### src/hw/rtl/date_offset_by_days_assert.svh
// Assertion macros for the date offset block.
`ifndef DATE_OFFSET_BY_DAYS_ASSERT_SVH
`define DATE_OFFSET_BY_DAYS_ASSERT_SVH

`ifndef SYNTH

// cond at this edge requires prop at the same edge
`define DOBD_ASSERT_SAME(label, clk, rst, cond, prop) \
  label: assert property (@(posedge clk) disable iff (rst) (cond) |-> (prop)) \
    else $error("date_offset_by_days: same-cycle check failed");

// cond at this edge requires prop at the next edge
`define DOBD_ASSERT_NEXT(label, clk, rst, cond, prop) \
  label: assert property (@(posedge clk) disable iff (rst) (cond) |=> (prop)) \
    else $error("date_offset_by_days: next-cycle check failed");

`else

`define DOBD_ASSERT_SAME(label, clk, rst, cond, prop)
`define DOBD_ASSERT_NEXT(label, clk, rst, cond, prop)

`endif

`endif

### src/hw/rtl/dobd_pkg.sv
package dobd_pkg;

  localparam int YEAR_W  = 14;
  localparam int MONTH_W = 4;
  localparam int DAY_W   = 5;
  localparam int COUNT_W = 20;

  localparam int IN_DATA_W  = 48;
  localparam int OUT_DATA_W = 24;

  localparam int REM_W  = 22;  // signed day remainder
  localparam int BASE_W = 16;  // signed year accumulator
  localparam int YOE_W  = 9;   // year within a 400-year cycle
  localparam int DOE_W  = 18;  // day within a 400-year cycle

  localparam int YEAR_LIMIT = 9999;
  localparam int ERA_YEARS  = 400;
  localparam int BIG_YEARS  = 3200;
  localparam int CENT_YEARS = 100;
  localparam int QUAD_YEARS = 4;

  localparam int ERA_DAYS  = 146097;
  localparam int CENT_DAYS = 36524;
  localparam int QUAD_DAYS = 1461;
  localparam int YEAR_DAYS = 365;

  localparam logic [1:0] LAST_CENT = 2'd3;
  localparam logic [4:0] LAST_QUAD = 5'd24;
  localparam logic [1:0] LAST_YEAR = 2'd3;

  localparam logic [MONTH_W-1:0] MONTH_JAN = 4'd1;
  localparam logic [MONTH_W-1:0] MONTH_FEB = 4'd2;
  localparam logic [MONTH_W-1:0] MONTH_APR = 4'd4;
  localparam logic [MONTH_W-1:0] MONTH_JUN = 4'd6;
  localparam logic [MONTH_W-1:0] MONTH_SEP = 4'd9;
  localparam logic [MONTH_W-1:0] MONTH_NOV = 4'd11;
  localparam logic [MONTH_W-1:0] MONTH_DEC = 4'd12;

  // Month index counted from March: March is 0, January 10, February 11.
  localparam logic [MONTH_W-1:0] MAR_JAN = 4'd10;
  localparam logic [MONTH_W-1:0] MAR_FEB = 4'd11;
  localparam logic [MONTH_W-1:0] MAR_OFS = 4'd3;
  localparam logic [MONTH_W-1:0] JAN_OFS = 4'd9;

  typedef enum logic [3:0] {
    ST_IDLE,
    ST_RED_BIG,
    ST_RED,
    ST_ZCALC,
    ST_ERA,
    ST_CENT,
    ST_QUAD,
    ST_YEAR,
    ST_MONTH,
    ST_DONE
  } state_t;

  typedef enum logic [3:0] {
    CMD_NONE,
    CMD_LOAD,
    CMD_RED_BIG,
    CMD_RED,
    CMD_PREP,
    CMD_ZCALC,
    CMD_WRAP_UP,
    CMD_WRAP_DOWN,
    CMD_CENT,
    CMD_QUAD,
    CMD_YEAR,
    CMD_MONTH,
    CMD_OUT
  } cmd_t;

  typedef struct packed {
    logic ge_big;
    logic ge_era;
    logic rem_neg;
    logic rem_ge_era;
    logic cent_ge;
    logic quad_ge;
    logic year_ge;
    logic month_ge;
    logic out_free;
  } stat_t;

  function automatic logic [DAY_W-1:0] month_len(input logic [MONTH_W-1:0] m,
                                                 input logic leap);
    logic [DAY_W-1:0] len;
    begin
      case (m) inside
        MONTH_FEB: len = leap ? 5'd29 : 5'd28;
        MONTH_APR, MONTH_JUN, MONTH_SEP, MONTH_NOV: len = 5'd30;
        default: len = 5'd31;
      endcase
      return len;
    end
  endfunction

  // Length of a month counted from March; February is never stepped over.
  function automatic logic [DAY_W-1:0] mar_len(input logic [MONTH_W-1:0] mp);
    logic [DAY_W-1:0] len;
    begin
      case (mp) inside
        4'd1, 4'd3, 4'd6, 4'd8: len = 5'd30;
        MAR_FEB: len = 5'd29;
        default: len = 5'd31;
      endcase
      return len;
    end
  endfunction

  // First day of a month within the March-based year.
  function automatic logic [YOE_W-1:0] mar_start(input logic [MONTH_W-1:0] mp);
    logic [YOE_W-1:0] ofs;
    begin
      case (mp)
        4'd0:  ofs = 9'd0;
        4'd1:  ofs = 9'd31;
        4'd2:  ofs = 9'd61;
        4'd3:  ofs = 9'd92;
        4'd4:  ofs = 9'd122;
        4'd5:  ofs = 9'd153;
        4'd6:  ofs = 9'd184;
        4'd7:  ofs = 9'd214;
        4'd8:  ofs = 9'd245;
        4'd9:  ofs = 9'd275;
        4'd10: ofs = 9'd306;
        4'd11: ofs = 9'd337;
        default: ofs = 9'd0;
      endcase
      return ofs;
    end
  endfunction

endpackage

### src/hw/rtl/dobd_ctrl.sv
module dobd_ctrl (
  input  logic            clk,
  input  logic            rst,
  input  logic            in_valid,
  output logic            in_ready,
  input  dobd_pkg::stat_t stat,
  output dobd_pkg::cmd_t  cmd
);
  import dobd_pkg::*;

  state_t state;
  state_t state_next;

  always_ff @(posedge clk) begin
    if (rst) begin
      state <= ST_IDLE;
    end else begin
      state <= state_next;
    end
  end

  always_comb begin
    state_next = state;
    cmd        = CMD_NONE;
    in_ready   = 1'b0;
    case (state)
      ST_IDLE: begin
        in_ready = 1'b1;
        if (in_valid) begin
          cmd        = CMD_LOAD;
          state_next = ST_RED_BIG;
        end
      end
      ST_RED_BIG: begin
        if (stat.ge_big) begin
          cmd = CMD_RED_BIG;
        end else begin
          state_next = ST_RED;
        end
      end
      ST_RED: begin
        if (stat.ge_era) begin
          cmd = CMD_RED;
        end else begin
          cmd        = CMD_PREP;
          state_next = ST_ZCALC;
        end
      end
      ST_ZCALC: begin
        cmd        = CMD_ZCALC;
        state_next = ST_ERA;
      end
      ST_ERA: begin
        if (stat.rem_neg) begin
          cmd = CMD_WRAP_UP;
        end else if (stat.rem_ge_era) begin
          cmd = CMD_WRAP_DOWN;
        end else begin
          state_next = ST_CENT;
        end
      end
      ST_CENT: begin
        if (stat.cent_ge) begin
          cmd = CMD_CENT;
        end else begin
          state_next = ST_QUAD;
        end
      end
      ST_QUAD: begin
        if (stat.quad_ge) begin
          cmd = CMD_QUAD;
        end else begin
          state_next = ST_YEAR;
        end
      end
      ST_YEAR: begin
        if (stat.year_ge) begin
          cmd = CMD_YEAR;
        end else begin
          state_next = ST_MONTH;
        end
      end
      ST_MONTH: begin
        if (stat.month_ge) begin
          cmd = CMD_MONTH;
        end else begin
          state_next = ST_DONE;
        end
      end
      ST_DONE: begin
        if (stat.out_free) begin
          cmd        = CMD_OUT;
          state_next = ST_IDLE;
        end
      end
      default: begin
        state_next = ST_IDLE;
      end
    endcase
  end

endmodule

### src/hw/rtl/dobd_dp.sv
module dobd_dp (
  input  logic                            clk,
  input  logic                            rst,
  input  dobd_pkg::cmd_t                  cmd,
  output dobd_pkg::stat_t                 stat,
  input  logic [dobd_pkg::IN_DATA_W-1:0]  in_data,
  input  logic                            in_user,
  output logic [dobd_pkg::OUT_DATA_W-1:0] out_data,
  output logic                            out_user,
  output logic                            out_valid,
  input  logic                            out_ready
);
  import dobd_pkg::*;

  logic                   op;
  logic [COUNT_W-1:0]     count;
  logic [MONTH_W-1:0]     month;
  logic [DAY_W-1:0]       day;
  logic [YEAR_W-1:0]      ym;
  logic [BASE_W-1:0]      base;
  logic [YOE_W-1:0]       yoe;
  logic [YOE_W-1:0]       doy;
  logic [REM_W-1:0]       rem;
  logic [1:0]             cent;
  logic [4:0]             quad;
  logic [1:0]             yr;
  logic [MONTH_W-1:0]     mp;
  logic [YEAR_W-1:0]      out_year;
  logic [MONTH_W-1:0]     out_month;
  logic [DAY_W-1:0]       out_day;

  logic [YEAR_W-1:0]      in_year;
  logic [MONTH_W-1:0]     in_month;
  logic [DAY_W-1:0]       in_day;
  logic [COUNT_W-1:0]     in_count;
  logic [MONTH_W-1:0]     in_month_v;

  logic [YOE_W-1:0]       ym9;
  logic                   leap;
  logic [DAY_W-1:0]       mlen;
  logic [DAY_W-1:0]       day_v;
  logic                   early;
  logic [MONTH_W-1:0]     mp_v;
  logic [YOE_W-1:0]       doy_v;
  logic [YOE_W-1:0]       yoe_v;
  logic                   wrap_v;

  logic [1:0]             yoe_cent;
  logic [DOE_W-1:0]       doe;
  logic [REM_W-1:0]       rem_v;

  logic [BASE_W-1:0]      year_f;
  logic [YEAR_W-1:0]      year_sat;
  logic                   err_v;
  logic [MONTH_W-1:0]     month_f;

  assign in_year  = in_data[13:0];
  assign in_month = in_data[17:14];
  assign in_day   = in_data[22:18];
  assign in_count = in_data[42:23];

  assign in_month_v = (in_month < MONTH_JAN || in_month > MONTH_DEC) ? MONTH_JAN : in_month;

  // Start date into March-based year and day of year; year below 400 by now.
  always_comb begin
    ym9    = ym[YOE_W-1:0];
    leap   = (ym9[1:0] == 2'd0) && (ym9 != 9'd100) && (ym9 != 9'd200) && (ym9 != 9'd300);
    mlen   = month_len(month, leap);
    day_v  = (day == '0 || day > mlen) ? 5'd1 : day;
    early  = (month <= MONTH_FEB);
    mp_v   = early ? month + JAN_OFS : month - MAR_OFS;
    doy_v  = mar_start(mp_v) + YOE_W'(day_v) - 9'd1;
    wrap_v = early && (ym9 == '0);
    if (!early) begin
      yoe_v = ym9;
    end else if (wrap_v) begin
      yoe_v = YOE_W'(ERA_YEARS - 1);
    end else begin
      yoe_v = ym9 - 9'd1;
    end
  end

  // Day within the 400-year cycle, then offset by the count.
  always_comb begin
    if (yoe >= 9'd300) begin
      yoe_cent = 2'd3;
    end else if (yoe >= 9'd200) begin
      yoe_cent = 2'd2;
    end else if (yoe >= 9'd100) begin
      yoe_cent = 2'd1;
    end else begin
      yoe_cent = 2'd0;
    end
    doe = DOE_W'(yoe) * DOE_W'(YEAR_DAYS) + DOE_W'(yoe[YOE_W-1:2])
        - DOE_W'(yoe_cent) + DOE_W'(doy);
    if (op) begin
      rem_v = REM_W'(doe) - REM_W'(count);
    end else begin
      rem_v = REM_W'(doe) + REM_W'(count);
    end
  end

  always_comb begin
    year_f  = base + BASE_W'(mp >= MAR_JAN);
    month_f = (mp < MAR_JAN) ? mp + MAR_OFS : mp - JAN_OFS;
    if (year_f[BASE_W-1]) begin
      year_sat = '0;
      err_v    = 1'b1;
    end else if (year_f > BASE_W'(YEAR_LIMIT)) begin
      year_sat = YEAR_W'(YEAR_LIMIT);
      err_v    = 1'b1;
    end else begin
      year_sat = year_f[YEAR_W-1:0];
      err_v    = 1'b0;
    end
  end

  always_comb begin
    stat.ge_big     = (ym >= YEAR_W'(BIG_YEARS));
    stat.ge_era     = (ym >= YEAR_W'(ERA_YEARS));
    stat.rem_neg    = rem[REM_W-1];
    stat.rem_ge_era = !rem[REM_W-1] && (rem >= REM_W'(ERA_DAYS));
    stat.cent_ge    = (cent != LAST_CENT) && (rem >= REM_W'(CENT_DAYS));
    stat.quad_ge    = (quad != LAST_QUAD) && (rem >= REM_W'(QUAD_DAYS));
    stat.year_ge    = (yr != LAST_YEAR) && (rem >= REM_W'(YEAR_DAYS));
    stat.month_ge   = (mp != MAR_FEB) && (rem >= REM_W'(mar_len(mp)));
    stat.out_free   = !out_valid || out_ready;
  end

  always_ff @(posedge clk) begin
    case (cmd)
      CMD_LOAD: begin
        op    <= in_user;
        count <= in_count;
        month <= in_month_v;
        day   <= in_day;
        ym    <= in_year;
        base  <= '0;
      end
      CMD_RED_BIG: begin
        ym   <= ym - YEAR_W'(BIG_YEARS);
        base <= base + BASE_W'(BIG_YEARS);
      end
      CMD_RED: begin
        ym   <= ym - YEAR_W'(ERA_YEARS);
        base <= base + BASE_W'(ERA_YEARS);
      end
      CMD_PREP: begin
        yoe <= yoe_v;
        doy <= doy_v;
        if (wrap_v) begin
          base <= base - BASE_W'(ERA_YEARS);
        end
      end
      CMD_ZCALC: begin
        rem  <= rem_v;
        cent <= '0;
        quad <= '0;
        yr   <= '0;
        mp   <= '0;
      end
      CMD_WRAP_UP: begin
        rem  <= rem + REM_W'(ERA_DAYS);
        base <= base - BASE_W'(ERA_YEARS);
      end
      CMD_WRAP_DOWN: begin
        rem  <= rem - REM_W'(ERA_DAYS);
        base <= base + BASE_W'(ERA_YEARS);
      end
      CMD_CENT: begin
        rem  <= rem - REM_W'(CENT_DAYS);
        base <= base + BASE_W'(CENT_YEARS);
        cent <= cent + 2'd1;
      end
      CMD_QUAD: begin
        rem  <= rem - REM_W'(QUAD_DAYS);
        base <= base + BASE_W'(QUAD_YEARS);
        quad <= quad + 5'd1;
      end
      CMD_YEAR: begin
        rem  <= rem - REM_W'(YEAR_DAYS);
        base <= base + BASE_W'(1);
        yr   <= yr + 2'd1;
      end
      CMD_MONTH: begin
        rem <= rem - REM_W'(mar_len(mp));
        mp  <= mp + 4'd1;
      end
      CMD_OUT: begin
        out_year  <= year_sat;
        out_month <= month_f;
        out_day   <= rem[DAY_W-1:0] + 5'd1;
        out_user  <= err_v;
      end
      default: begin
      end
    endcase
  end

  always_ff @(posedge clk) begin
    if (rst) begin
      out_valid <= 1'b0;
    end else if (cmd == CMD_OUT) begin
      out_valid <= 1'b1;
    end else if (out_ready) begin
      out_valid <= 1'b0;
    end
  end

  assign out_data = {1'b0, out_day, out_month, out_year};

endmodule

### src/hw/rtl/date_offset_by_days.sv
// Gregorian date plus or minus a day count. A word on the input carries a
// start date and a count of up to 1048575 days; tuser picks add (0) or
// subtract (1). A month outside 1..12 is taken as January, a day of 0 or past
// the end of its month as the 1st. One result word comes back per input word;
// a year that leaves 0..9999 is clamped and flagged in tuser. The date is
// walked by a step sequencer over one shared remainder register: the start
// year is cut to its 400-year cycle (steps of 3200 and then of 400 years, up
// to 11 in all), the remainder is folded into one 400-year cycle (up to 8
// steps), then peeled off by centuries (up to 3), 4-year blocks (up to 24),
// years (up to 3) and months (up to 11), one step a cycle. The next word is
// accepted in the cycle after the result is loaded, even while that result
// still waits on the output.
`include "date_offset_by_days_assert.svh"

module date_offset_by_days (
  input  logic                            clk,
  input  logic                            rst,
  input  logic                            s_axis_tvalid,
  output logic                            s_axis_tready,
  // start_year[13:0], start_month[17:14], start_day[22:18], day_count[42:23]
  input  logic [dobd_pkg::IN_DATA_W-1:0]  s_axis_tdata,
  // operation[0]
  input  logic                            s_axis_tuser,
  output logic                            m_axis_tvalid,
  input  logic                            m_axis_tready,
  // result_year[13:0], result_month[17:14], result_day[22:18]
  output logic [dobd_pkg::OUT_DATA_W-1:0] m_axis_tdata,
  // range_error[0]
  output logic                            m_axis_tuser
);
  import dobd_pkg::*;

  cmd_t  cmd;
  stat_t stat;

  dobd_ctrl u_ctrl (
    .clk      (clk),
    .rst      (rst),
    .in_valid (s_axis_tvalid),
    .in_ready (s_axis_tready),
    .stat     (stat),
    .cmd      (cmd)
  );

  dobd_dp u_dp (
    .clk       (clk),
    .rst       (rst),
    .cmd       (cmd),
    .stat      (stat),
    .in_data   (s_axis_tdata),
    .in_user   (s_axis_tuser),
    .out_data  (m_axis_tdata),
    .out_user  (m_axis_tuser),
    .out_valid (m_axis_tvalid),
    .out_ready (m_axis_tready)
  );

  `DOBD_ASSERT_SAME(a_month_range, clk, rst, m_axis_tvalid,
                    (m_axis_tdata[17:14] >= 4'd1 && m_axis_tdata[17:14] <= 4'd12))
  `DOBD_ASSERT_SAME(a_clamp_edge, clk, rst, m_axis_tvalid && m_axis_tuser,
                    (m_axis_tdata[13:0] == 14'd0 || m_axis_tdata[13:0] == 14'd9999))
  `DOBD_ASSERT_NEXT(a_busy_after_accept, clk, rst, s_axis_tvalid && s_axis_tready,
                    !s_axis_tready)
  `DOBD_ASSERT_NEXT(a_result_loaded, clk, rst, cmd == CMD_OUT, m_axis_tvalid)

endmodule
### config.mk
export PLATFORM = sky130hd
export DESIGN_NAME = date_offset_by_days
export DESIGN_NICKNAME = d
export VERILOG_FILES = /design/src/hw/rtl/dobd_pkg.sv /design/src/hw/rtl/dobd_ctrl.sv /design/src/hw/rtl/dobd_dp.sv /design/src/hw/rtl/date_offset_by_days.sv
export VERILOG_INCLUDE_DIRS = /design/src /design/src/hw/rtl
export SDC_FILE = /design/constraint.sdc
export NUM_CORES = 1
export LEC_CHECK = 0
export BUFFER_PORTS_ARGS = -buffer_cell sky130_fd_sc_hd__buf_2
export CORE_MARGIN = 4
export CORE_UTILIZATION = 53
export CTS_CLUSTER_SIZE = 28
export DETAILED_ROUTE_END_ITERATION = 6
export PLACE_DENSITY = 0.71
export SKIP_CTS_REPAIR_TIMING = 1
export SLEW_MARGIN = 20
export SYNTH_ARGS = -nofsm -noshare
export SYNTH_HDL_FRONTEND = slang
export SYNTH_SLANG_ARGS = --single-unit
### constraint.sdc
create_clock -name clk -period 8.1 [get_ports clk]
set_clock_uncertainty 0.1 [all_clocks]
set_input_delay 0.405 -clock clk [delete_from_list [all_inputs] [get_ports clk]]
set_output_delay 0.405 -clock clk [all_outputs]
set_load 0.05 [all_outputs]
==> results of run 1 <==
metal layers:
metal | wire length (um) | vias to the layer above | part of all wire
met5 | 0 | - | 0
met4 | 1277 | 0 | 0.030
met3 | 3442 | 93 | 0.081
met2 | 19220 | 672 | 0.45
met1 | 18710 | 6736 | 0.44
li1 | - | 6756 | -
metrics by stage:
stage	cells	hold WS, ps	worst slack, ps	utilization
final	2267	38.33	604.9	0.5873
after floorplan	1849	374.1	1161	-
after global routing	2267	17.77	20.20	0.5873
after global placement	2227	451.6	609.7	0.5653
after CTS	2259	21.03	420.7	0.5852
after detailed placement	2227	456.6	478.7	0.5653
cells by family (layout without fill, tap and decap cells):
| logic type | after synthesis | count (layout) | synth area share |
|---|---|---|---|
| AOI/OAI and AO/OA | 534 | 534 | 0.2221 |
| buffers and inverters | 268 | 302 | 0.06507 |
| DFF | 142 | 142 | 0.2686 |
| adders and majority gates | 221 | 221 | 0.2025 |
| other | 1 | 1 | 0.0002390 |
| muxes | 10 | 10 | 0.007416 |
| xor gates and xnor gates | 94 | 94 | 0.05247 |
| and+or+nand+nor | 579 | 579 | 0.1816 |
how the worst max path moves through the flow:
stage                                startpoint                      to  depth (start not counted)
final                     u_dp.yoe[3]$_DFFE_PP_  u_dp.rem[19]$_DFFE_PP_                         34
after global routing      u_dp.yoe[5]$_DFFE_PP_  u_dp.rem[19]$_DFFE_PP_                         35
after floorplan           u_dp.yoe[4]$_DFFE_PP_  u_dp.rem[19]$_DFFE_PP_                         36
after CTS                 u_dp.yoe[6]$_DFFE_PP_  u_dp.rem[19]$_DFFE_PP_                         34
after detailed placement  u_dp.yoe[6]$_DFFE_PP_  u_dp.rem[19]$_DFFE_PP_                         34
after global placement    u_dp.yoe[6]$_DFFE_PP_  u_dp.rem[19]$_DFFE_PP_                         34
sequential cells by signal, summed over array words and instances (netlist names), 5 cells and up:
signal,count
u_dp.count,20
u_dp.ym,14
u_dp.day,5
u_dp.quad,5
u_dp.out_day,5
u_dp.yoe,9
u_dp.out_year,14
u_dp.doy,9
u_dp.rem,22
u_dp.base,16
final cells by class:
cell class	count	area [um2]
clock buffer	21	440.4
clock inverter	11	133.9
fill	2616	11940
inverter	168	630.6
multi-input combinational	1439	10510
sequential	142	4214
tap	384	480.5
timing repair buffer	102	583.1
worst register-to-register path, delay by kind of cell (launching register included):
kind | cells | cell delay, ps
buf+inv | 6 | 320
compound gates | 13 | 2670
flops | 1 | 480
simple gates | 5 | 1090
xor+xnor | 2 | 310
fa+ha+maj | 8 | 2290
synthesized netlist by cell type (all sizes together) (20+ instances only):
cell type / number
a21oi: 152
a21o: 22
xor2: 28
inv: 166
clkbuf: 87
nand2: 154
edfxtp: 137
o21ai: 111
nand3: 67
nor2: 137
xnor2: 66
a31oi: 26
nor3: 44
and2: 21
nand2b: 20
fa: 55
nor2b: 21
ha: 166
power breakdown:
part           switching (uW)  internal [uW]
clock                     339            457
sequential                383           1210
combinational            2390           1610
total                    3110           3280
==> out/qor.yml, run 1 <==
status:
  status: "complete, no violations"
synthesis:
  ys_ff_latch: 142
  synth.distinct_cells: 85
  synth_top_area_cell: "edfxtp_1"
  synth_ff_type: "edfxtp_1"
  synth.top_cell.area_share: 0.2622
  syn_inst: 1849
  ys_seq_area_frac: 0.2686
  async_flop_share: 0
  synthesis.area_mm2: 0.01569
  synth_edf_count: 137
  synth_fp_nets: 2123
  synth-warning-count: 0
  avgSynthCellArea_um2: 8.486
  synth_area_leaders: "edfxtp_1 26%, ha_1 13%, fa_1 7.0%, a21oi_1 4.8%, inv_1 4.0%"
layout:
  final_nets: 2144
  finalInstanceArea_mm2: 0.01699
  layout_common_cells: "166 x inv_1, 166 x ha_1, 153 x nand2_1, 152 x a21oi_1, 137 x edfxtp_1"
  syn_to_final_growth_pct: 8.301
  final_layout_size_suffix_gt1_frac: 0.09081
  diodes: 0
min_path:
  hold_depth: 1
  hold_class: "in -> reg"
  hold_start: "s_axis_tdata[30]"
  whs_endpoint: "u_dp.count[7]$_DFFE_PP_"
global_route:
  grt_max_degree: 33
  use_met1: 0.3566
  use_met3: 0.04501
  grt-ovfl-total: 0
  track_usage: 0.2577
  grt_pass1_vias: 13767
  antenna_found_initial: 0
  grt.busiest_layer: "met2"
  use_met2: 0.4085
  grt_first_pass_wirelength_um: 69850
timing:
  setup_tns_ps: 0
  max_freq_mhz: 133.4
  period_share: 0.9253
  finalHoldViolCount: 0
  slew_headroom: 0.3019
  slew_violations: 0
  period_needed_ps: 7495
  finalSetupViolations: 0
  tightestPinTransition_ps: 1045
  rsz0062_at_grt: "no"
critical_path:
  worstSetupEndpointType: "register"
  rr_endpoint: "u_dp.rem[19]$_DFFE_PP_"
  critPathKind: "reg -> reg"
  reg2reg_depth: 34
  path_buf_inv: 6
  crit_fanout: 8
  reg2reg_from: "u_dp.yoe[3]$_DFFE_PP_"
  worstPathArrival_ps: 7590
  crit_family: "compound AO/OA/AOI/OAI gates"
  reg2reg_setup_slack_ps: 600
  slowest_stage: "edfxtp_1"
  max_stage_delay_ps: 480
  required_ps: 8190
  start_kind: "register"
floorplanning:
  dieHeight_um: 180.1
  initial_core_util: 0.5423
  io-pin-count: 80
  die_w_um: 180.1
  die-area_mm2: 0.03242
  core-area_mm2: 0.02894
  fp-row-count: 62
routing:
  routedWlPerCell_um: 18.81
  dr_total_vias: 14257
  antenna_left: 0
  firstDrtPassIters: 6
  routed_wl_um: 42650
  drt-vias-per-instance: 6.289
  drc: 0
  drtIter0Drc: 1510
cts:
  cts_buffers: 17
  clk_path_buf_depth: 2
  worstSkewPairLatency_ps: 440
  clock-sinks: 142
  tritoncts: "built"
  htree_num_levels: 4
  root_buffer: "clkbuf_16"
  clk_pin_slew_ps: 70
placed_design:
  port-buffer-count: 73
  dp_hpwl_um: 31630
  routabilityCongestion: 0.9638
  placed_cell_area_mm2: 0.01636
power:
  total_power_uw: 6387
  cellPowerDensity_mw_per_mm2: 375.8
  ir_drop_uv: 240.8
  p_leak_uw: 0.007025
run:
  drv_cap: 0
No activity file was read; power rests on OpenSTA's default activity.
==> inputs of run 2 (changes only) <==
--- a/config.mk
+++ b/config.mk
@@ -11,6 +11,7 @@
 export CORE_UTILIZATION = 53
 export CTS_CLUSTER_SIZE = 28
 export DETAILED_ROUTE_END_ITERATION = 6
+export MAX_ROUTING_LAYER = met4
 export PLACE_DENSITY = 0.71
 export SKIP_CTS_REPAIR_TIMING = 1
 export SLEW_MARGIN = 20
==> run 2 against run 1 <==
Compared with the run above: critical path type unchanged; cell count is 0.26% lower; clock power up 2%; sequential share of layout area is essentially flat; first-iteration DRC count rose by 1.9%; combinational power hardly changed; setup slack got worse by 31 ps.
==> out/qor.yml, run 2 (synthesized netlist as in run 1, its figures left out) <==
global_route:
  grt_pass1_vias: 13656  # -0.81%
  grt_first_pass_wirelength_um: 70030  # +0.26%
  grt_max_degree: 33  # unchanged
  grt-ovfl-total: 0  # unchanged
  antenna_found_initial: 0  # unchanged
  track_usage: 0.2680  # +0.01032
critical_path:
  critPathKind: "reg -> reg"
  max_stage_delay_ps: 550  # +70 ps
  required_ps: 8200  # about the same
  worstPathArrival_ps: 7630  # +40 ps
  crit_fanout: 8  # unchanged
  reg2reg_from: "u_dp.yoe[3]$_DFFE_PP_"
  start_kind: "register"
  worstSetupEndpointType: "register"
  reg2reg_depth: 34  # unchanged
  slowest_stage: "edfxtp_1"
  rr_endpoint: "u_dp.rem[19]$_DFFE_PP_"
  reg2reg_setup_slack_ps: 570  # -30 ps
power:
  p_leak_uw: 0.007014  # -0.17%
  ir_drop_uv: 250.9  # +4.2%
  cellPowerDensity_mw_per_mm2: 378.4  # +0.69%
cts:
  tritoncts: "built"
  htree_num_levels: 4  # unchanged
  clk_pin_slew_ps: 70  # about the same
  worstSkewPairLatency_ps: 450  # about the same
  root_buffer: "clkbuf_16"
  clk_path_buf_depth: 2  # unchanged
  clock-sinks: 142  # unchanged
  cts_buffers: 17  # unchanged
timing:
  slew_headroom: 0.2535  # -0.04840
  finalHoldViolCount: 0  # unchanged
  period_share: 0.9291  # +0.003811
  tightestPinTransition_ps: 1110  # +64.90 ps
  finalSetupViolations: 0  # unchanged
  slew_violations: 0  # unchanged
  rsz0062_at_grt: "no"
  max_freq_mhz: 132.9  # -0.41%
  setup_tns_ps: 0  # unchanged
  period_needed_ps: 7526  # +30.87 ps
routing:
  routed_wl_um: 43210  # +1.3%
  firstDrtPassIters: 6  # unchanged
  routedWlPerCell_um: 19.11  # +1.6%
  dr_total_vias: 14273  # +0.11%
  drc: 0  # unchanged
  drt-vias-per-instance: 6.313  # +0.38%
  drtIter0Drc: 1538  # +1.9%
  antenna_left: 0  # unchanged
placed_design:
  dp_hpwl_um: 31960  # +1.0%
  routabilityCongestion: 0.9999  # +3.7%
  port-buffer-count: 73  # unchanged
layout:
  largest_reg_flops: 22  # unchanged
  fill_cells: 2561  # -2.1%
  final_nets: 2138  # -0.28%
  reg.largest.list: "u_dp.rem: 22 flops, u_dp.count: 20 flops, u_dp.base: 16 flops"
  final_core_util: 0.5870  # about the same
  final_layout_size_suffix_gt1_frac: 0.08950  # -0.001308
  max_flop_register: "u_dp.rem"
  layout_common_cells: "166 x inv_1, 166 x ha_1, 153 x nand2_1, 152 x a21oi_1, 137 x edfxtp_1"
  diodes: 0  # unchanged
  syn_to_final_growth_pct: 8.237  # about the same
min_path:
  hold_start: "s_axis_tdata[38]"
  whs_endpoint: "u_dp.count[15]$_DFFE_PP_"
  hold_class: "in -> reg"
  hold_depth: 1  # unchanged
floorplanning:
  fp-row-count: 62  # unchanged
  initial_core_util: 0.5423  # unchanged
  io-pin-count: 80  # unchanged
  die_w_um: 180.1  # unchanged
  core-area_mm2: 0.02894  # unchanged
  die-area_mm2: 0.03242  # unchanged
  dieHeight_um: 180.1  # unchanged
status:
  status: "complete, no violations"
run:
  drv_cap: 0  # unchanged
-- run 2: changes by cell type in the layout (fill, tap and decap cells not counted) --
cell,change
o311ai_1,-1
nor3_1,-1
clkinv_1,+1
o311ai_2,+1
bufinv_16,+1
clkinv_2,+1
clkinv_4,-1
buf_4,-6
nor3_2,+1
clkbuf_1,-2
-- run 2: per-stage QoR --
| stage | hold slack (ps) | cell area (um2) | total power (uW) | std cells | setup WS (ps) |
|---|---|---|---|---|---|
| final | 32.30 | 16980 | 6427 | 2261 | 574.0 |
| after global routing | 12.64 | 16980 | 6958 | 2261 | 3.660 |
| after CTS | 11.73 | 16930 | 6373 | 2256 | 364.7 |
| after detailed placement | 457.4 | 16340 | 5526 | 2224 | 406.5 |
| after global placement | 451.9 | 16340 | 5438 | 2224 | 576.4 |
| after floorplan | 374.1 | 15690 | 4545 | 1849 | 1161 |
-- run 2: worst max-delay path by stage --
stage	start	to	slack (ps)
2_1_floorplan	u_dp.yoe[4]$_DFFE_PP_	u_dp.rem[19]$_DFFE_PP_	1160
3_3_place_gp	u_dp.yoe[6]$_DFFE_PP_	u_dp.rem[19]$_DFFE_PP_	580
3_5_place_dp	u_dp.yoe[6]$_DFFE_PP_	u_dp.rem[19]$_DFFE_PP_	410
4_1_cts	u_dp.yoe[6]$_DFFE_PP_	u_dp.rem[19]$_DFFE_PP_	360
5_1_grt	u_dp.yoe[3]$_DFFE_PP_	u_dp.rem[19]$_DFFE_PP_	4
6_report	u_dp.yoe[3]$_DFFE_PP_	u_dp.rem[19]$_DFFE_PP_	570
-- run 2: cell type report --
class                           count  area, um2  share of cell area
Multi-Input combinational cell   1439      10520              0.6196
Sequential cell                   142       4214              0.2481
Inverter                          168      630.6             0.03713
Timing Repair Buffer               96      538.0             0.03168
Tap cell                          384      480.5             0.02829
Clock buffer                       19      432.9             0.02549
Clock inverter                     13      163.9            0.009651
-- run 2: report_power, final --
part / total (uW) / internal, uW / switching, uW / leakage (uW)
logic: 4010 / 1610 / 2400 / 0.00542
registers: 1610 / 1210 / 393 / 0.00132
clock network: 815 / 485 / 330 / 0.000278
-- run 2: worst max-delay path, delay by kind of cell, from the launching register on --
kind	cells	cell delay, ps
compound gates	13	2570
fa+ha+maj	8	2310
simple gates	5	1110
flops	1	550
buf+inv	6	310
xor+xnor	2	310
-- run 2: layer usage --
| metal | vias up | GRT usage | share of wire |
|---|---|---|---|
| li1 | 6751 | - | - |
| met4 | 0 | 0.1007 | 0.034 |
| met1 | 6747 | 0.3663 | 0.44 |
| met5 | - | - | 0 |
| met2 | 678 | 0.4075 | 0.45 |
| met3 | 97 | 0.03876 | 0.076 |
==> inputs of run 3 (changes only) <==
--- a/config.mk
+++ b/config.mk
@@ -6,13 +6,14 @@
 export SDC_FILE = /design/constraint.sdc
 export NUM_CORES = 1
 export LEC_CHECK = 0
+export ABC_CLOCK_PERIOD_IN_PS = 6100
 export BUFFER_PORTS_ARGS = -buffer_cell sky130_fd_sc_hd__buf_2
 export CORE_MARGIN = 4
 export CORE_UTILIZATION = 53
 export CTS_CLUSTER_SIZE = 28
 export DETAILED_ROUTE_END_ITERATION = 6
 export MAX_ROUTING_LAYER = met4
-export PLACE_DENSITY = 0.71
+export PLACE_DENSITY = 0.73
 export SKIP_CTS_REPAIR_TIMING = 1
 export SLEW_MARGIN = 20
 export SYNTH_ARGS = -nofsm -noshare
==> constraint.sdc (replaced) <==
create_clock -name clk -period 6.1 [get_ports clk]
set_clock_uncertainty 0.1 [all_clocks]
set_input_delay 0.305 -clock clk [delete_from_list [all_inputs] [get_ports clk]]
set_output_delay 0.305 -clock clk [all_outputs]
set_load 0.05 [all_outputs]
==> run 3 against run 2 <==
Compared with the run above: the flow now finishes with violations (setup timing); sequential power increased by 25%; hold slack got worse by 3.1 ps; setup slack got worse by 1000 ps; power increased by 54%; flip-flop and latch count unchanged; register-to-register slack got worse by 1000 ps; combinational power increased by 70%; clock-buffer cell count decreased by 2; largest power group unchanged; highest routed layer unchanged.
==> out/qor.yml, run 3 (synthesized netlist as in run 1, its figures left out) <==
critical_path:
  critPathKind: "reg -> reg"
  endpoint: "u_dp.rem[19]$_DFFE_PP_"
  reg2reg_setup_slack_ps: -440  # -1020 ps
  crit_family: "compound AO/OA/AOI/OAI gates"
  max_stage_delay_ps: 450  # -100 ps
  crit_fanout: 6  # -2
  cpMostUsedCell: "inv_2"
  worstPathArrival_ps: 6650  # -980 ps
  path_buf_inv: 9  # +3
  required_ps: 6210  # -1990 ps
  rr_endpoint: "u_dp.rem[19]$_DFFE_PP_"
  path_depth: 34  # unchanged
  crit_start: "u_dp.yoe[6]$_DFFE_PP_"
  slowest_stage: "fa_1"
  worstSetupEndpointType: "register"
  reg2reg_depth: 34  # unchanged
  start_kind: "register"
  reg2reg_from: "u_dp.yoe[6]$_DFFE_PP_"
timing:
  setup_tns_ps: -3658  # -3658 ps
  tightestPinTransition_ps: 1014  # -95.11 ps
  rsz0062_at_grt: "yes"
  worst_slack_ps: -444.4  # -1018 ps
  slew_headroom: 0.3237  # +0.07023
  slew_violations: 0  # unchanged
  finalHoldViolCount: 0  # unchanged
  period_needed_ps: 6544  # -981.6 ps
  max_freq_mhz: 152.8  # +15%
  period_share: 1.073  # +0.1437
  finalSetupViolations: 13  # +13
layout:
  layout_common_cells: "172 x buf_4, 156 x inv_1, 152 x nand2_1, 152 x ha_1, 139 x a21oi_1"
  final_nets: 2323  # +8.7%
  syn_to_final_growth_pct: 21.03
  diodes: 0  # unchanged
  final_core_util: 0.6563  # +0.06936
  layout_commonest_cell: "buf_4"
  max_flop_register: "u_dp.rem"
  largest_reg_flops: 22  # unchanged
  finalInstanceArea_mm2: 0.01899  # +12%
  layout.cells.non_filler: 2446  # +8.2%
  final_layout_size_suffix_gt1_frac: 0.1979  # +0.1084
  reg.largest.list: "u_dp.rem: 22 flops, u_dp.count: 20 flops, u_dp.base: 16 flops"
cts:
  tritoncts: "built"
  htree_num_levels: 4  # unchanged
  root_buffer: "clkbuf_16"
  clk_pin_slew_ps: 70  # about the same
  worstSkewPairLatency_ps: 460  # about the same
  clock-sinks: 142  # unchanged
  clk_path_buf_depth: 2  # unchanged
  cts_buffers: 17  # unchanged
floorplanning:
  core-area_mm2: 0.02894  # unchanged
  die_w_um: 180.1  # unchanged
  initial_core_util: 0.5423  # unchanged
  io-pin-count: 80  # unchanged
  die-area_mm2: 0.03242  # unchanged
  dieHeight_um: 180.1  # unchanged
  fp-row-count: 62  # unchanged
power:
  power.internal_uw: 5191  # +57%
  p_leak_uw: 0.007999  # +14%
  p_comb_frac: 0.687  # +0.064
  cellPowerDensity_mw_per_mm2: 521.9  # +38%
  clkPwrFrac: 0.110  # -0.017
  p_switching_uw: 4719  # +51%
  ir_drop_uv: 340.6  # +36%
  power_frac_seq: 0.203  # -0.047
  p_sw_frac: 0.4762  # -0.009115
min_path:
  hold_depth: 2  # +1
  hold_class: "in -> reg"
global_route:
  grt_max_degree: 33  # unchanged
  grt_pass1_vias: 14426  # +5.6%
  track_usage: 0.2845  # +0.01652
  grt-ovfl-total: 0  # unchanged
  antenna_found_initial: 0  # unchanged
  grt_first_pass_wirelength_um: 74130  # +5.9%
routing:
  drtIter0Drc: 1318  # -14%
  routed_wl_um: 46930  # +8.6%
  routedWlPerCell_um: 19.19  # +0.39%
  firstDrtPassIters: 5  # -1
  drt-vias-per-instance: 6.162  # -2.4%
  drc: 0  # unchanged
  dr_total_vias: 15072  # +5.6%
  antenna_left: 0  # unchanged
placed_design:
  post-place-cells: 2364  # +6.3%
  routabilityCongestion: 0.9926  # -0.73%
  post-place-ws_ps: -652.3  # -1059 ps
  dp_hpwl_um: 34510  # +8.0%
  placed_cell_area_mm2: 0.01744  # +6.8%
  port-buffer-count: 73  # unchanged
status:
  status: "finished with violations"
  violations: "setup timing"
run:
  drv_cap: 0  # unchanged
-- run 3: cell types whose count changed in the layout (fill, tap and decap cells not counted), sizes merged --
cell and change:
clkinvlp -2, bufinv -2, buf +159, inv +7, clkbuf -3, dlygate4sd3 +27, clkinv -1
-- run 3: stage by stage --
stage / hold WS, ps / power [uW]
2_1_floorplan: 274.1 / 6089
3_3_place_gp: 381.2 / 7906
3_5_place_dp: 383.1 / 8059
4_1_cts: -94.82 / 9187
5_1_grt: 21.76 / 10680
6_report: 29.18 / 9911
-- run 3: final cells by class --
type                       count  area (um2)
tap                          384       480.5
clock buffer                  17       425.4
inverter                     168       633.1
sequential                   142        4214
timing repair buffer         281        2028
multi-input combinational   1439       11040
fill                        2391        9945
clock inverter                15       167.7
-- run 3: worst min path at each step --
stage | startpoint | endpoint | slack (ps)
2_1_floorplan | rst | u_ctrl.state[0]$_SDFFE_PP0P_ | 270
3_3_place_gp | s_axis_tdata[36] | u_dp.count[13]$_DFFE_PP_ | 380
3_5_place_dp | s_axis_tdata[18] | u_dp.day[0]$_DFFE_PP_ | 380
4_1_cts | s_axis_tdata[33] | u_dp.count[10]$_DFFE_PP_ | -90
5_1_grt | s_axis_tdata[2] | u_dp.ym[2]$_DFFE_PP_ | 20
6_report | s_axis_tdata[1] | u_dp.ym[1]$_DFFE_PP_ | 30
-- run 3: power groups by stage --
stage | sequential (uW) | combinational, uW | clock, uW
floorplan | 1770 | 4320 | 0
global placement | 2010 | 5900 | 0
detailed placement | 2010 | 6050 | 0
CTS | 1990 | 6080 | 1110
global route | 2050 | 7470 | 1160
finish | 2010 | 6810 | 1090
-- run 3: per-layer routing --
layer,vias up,share of wire,GRT usage
met5,-,0,-
met4,0,0.034,0.09528
met3,133,0.073,0.05430
met2,666,0.46,0.4444
met1,7158,0.43,0.3755
li1,7115,-,-
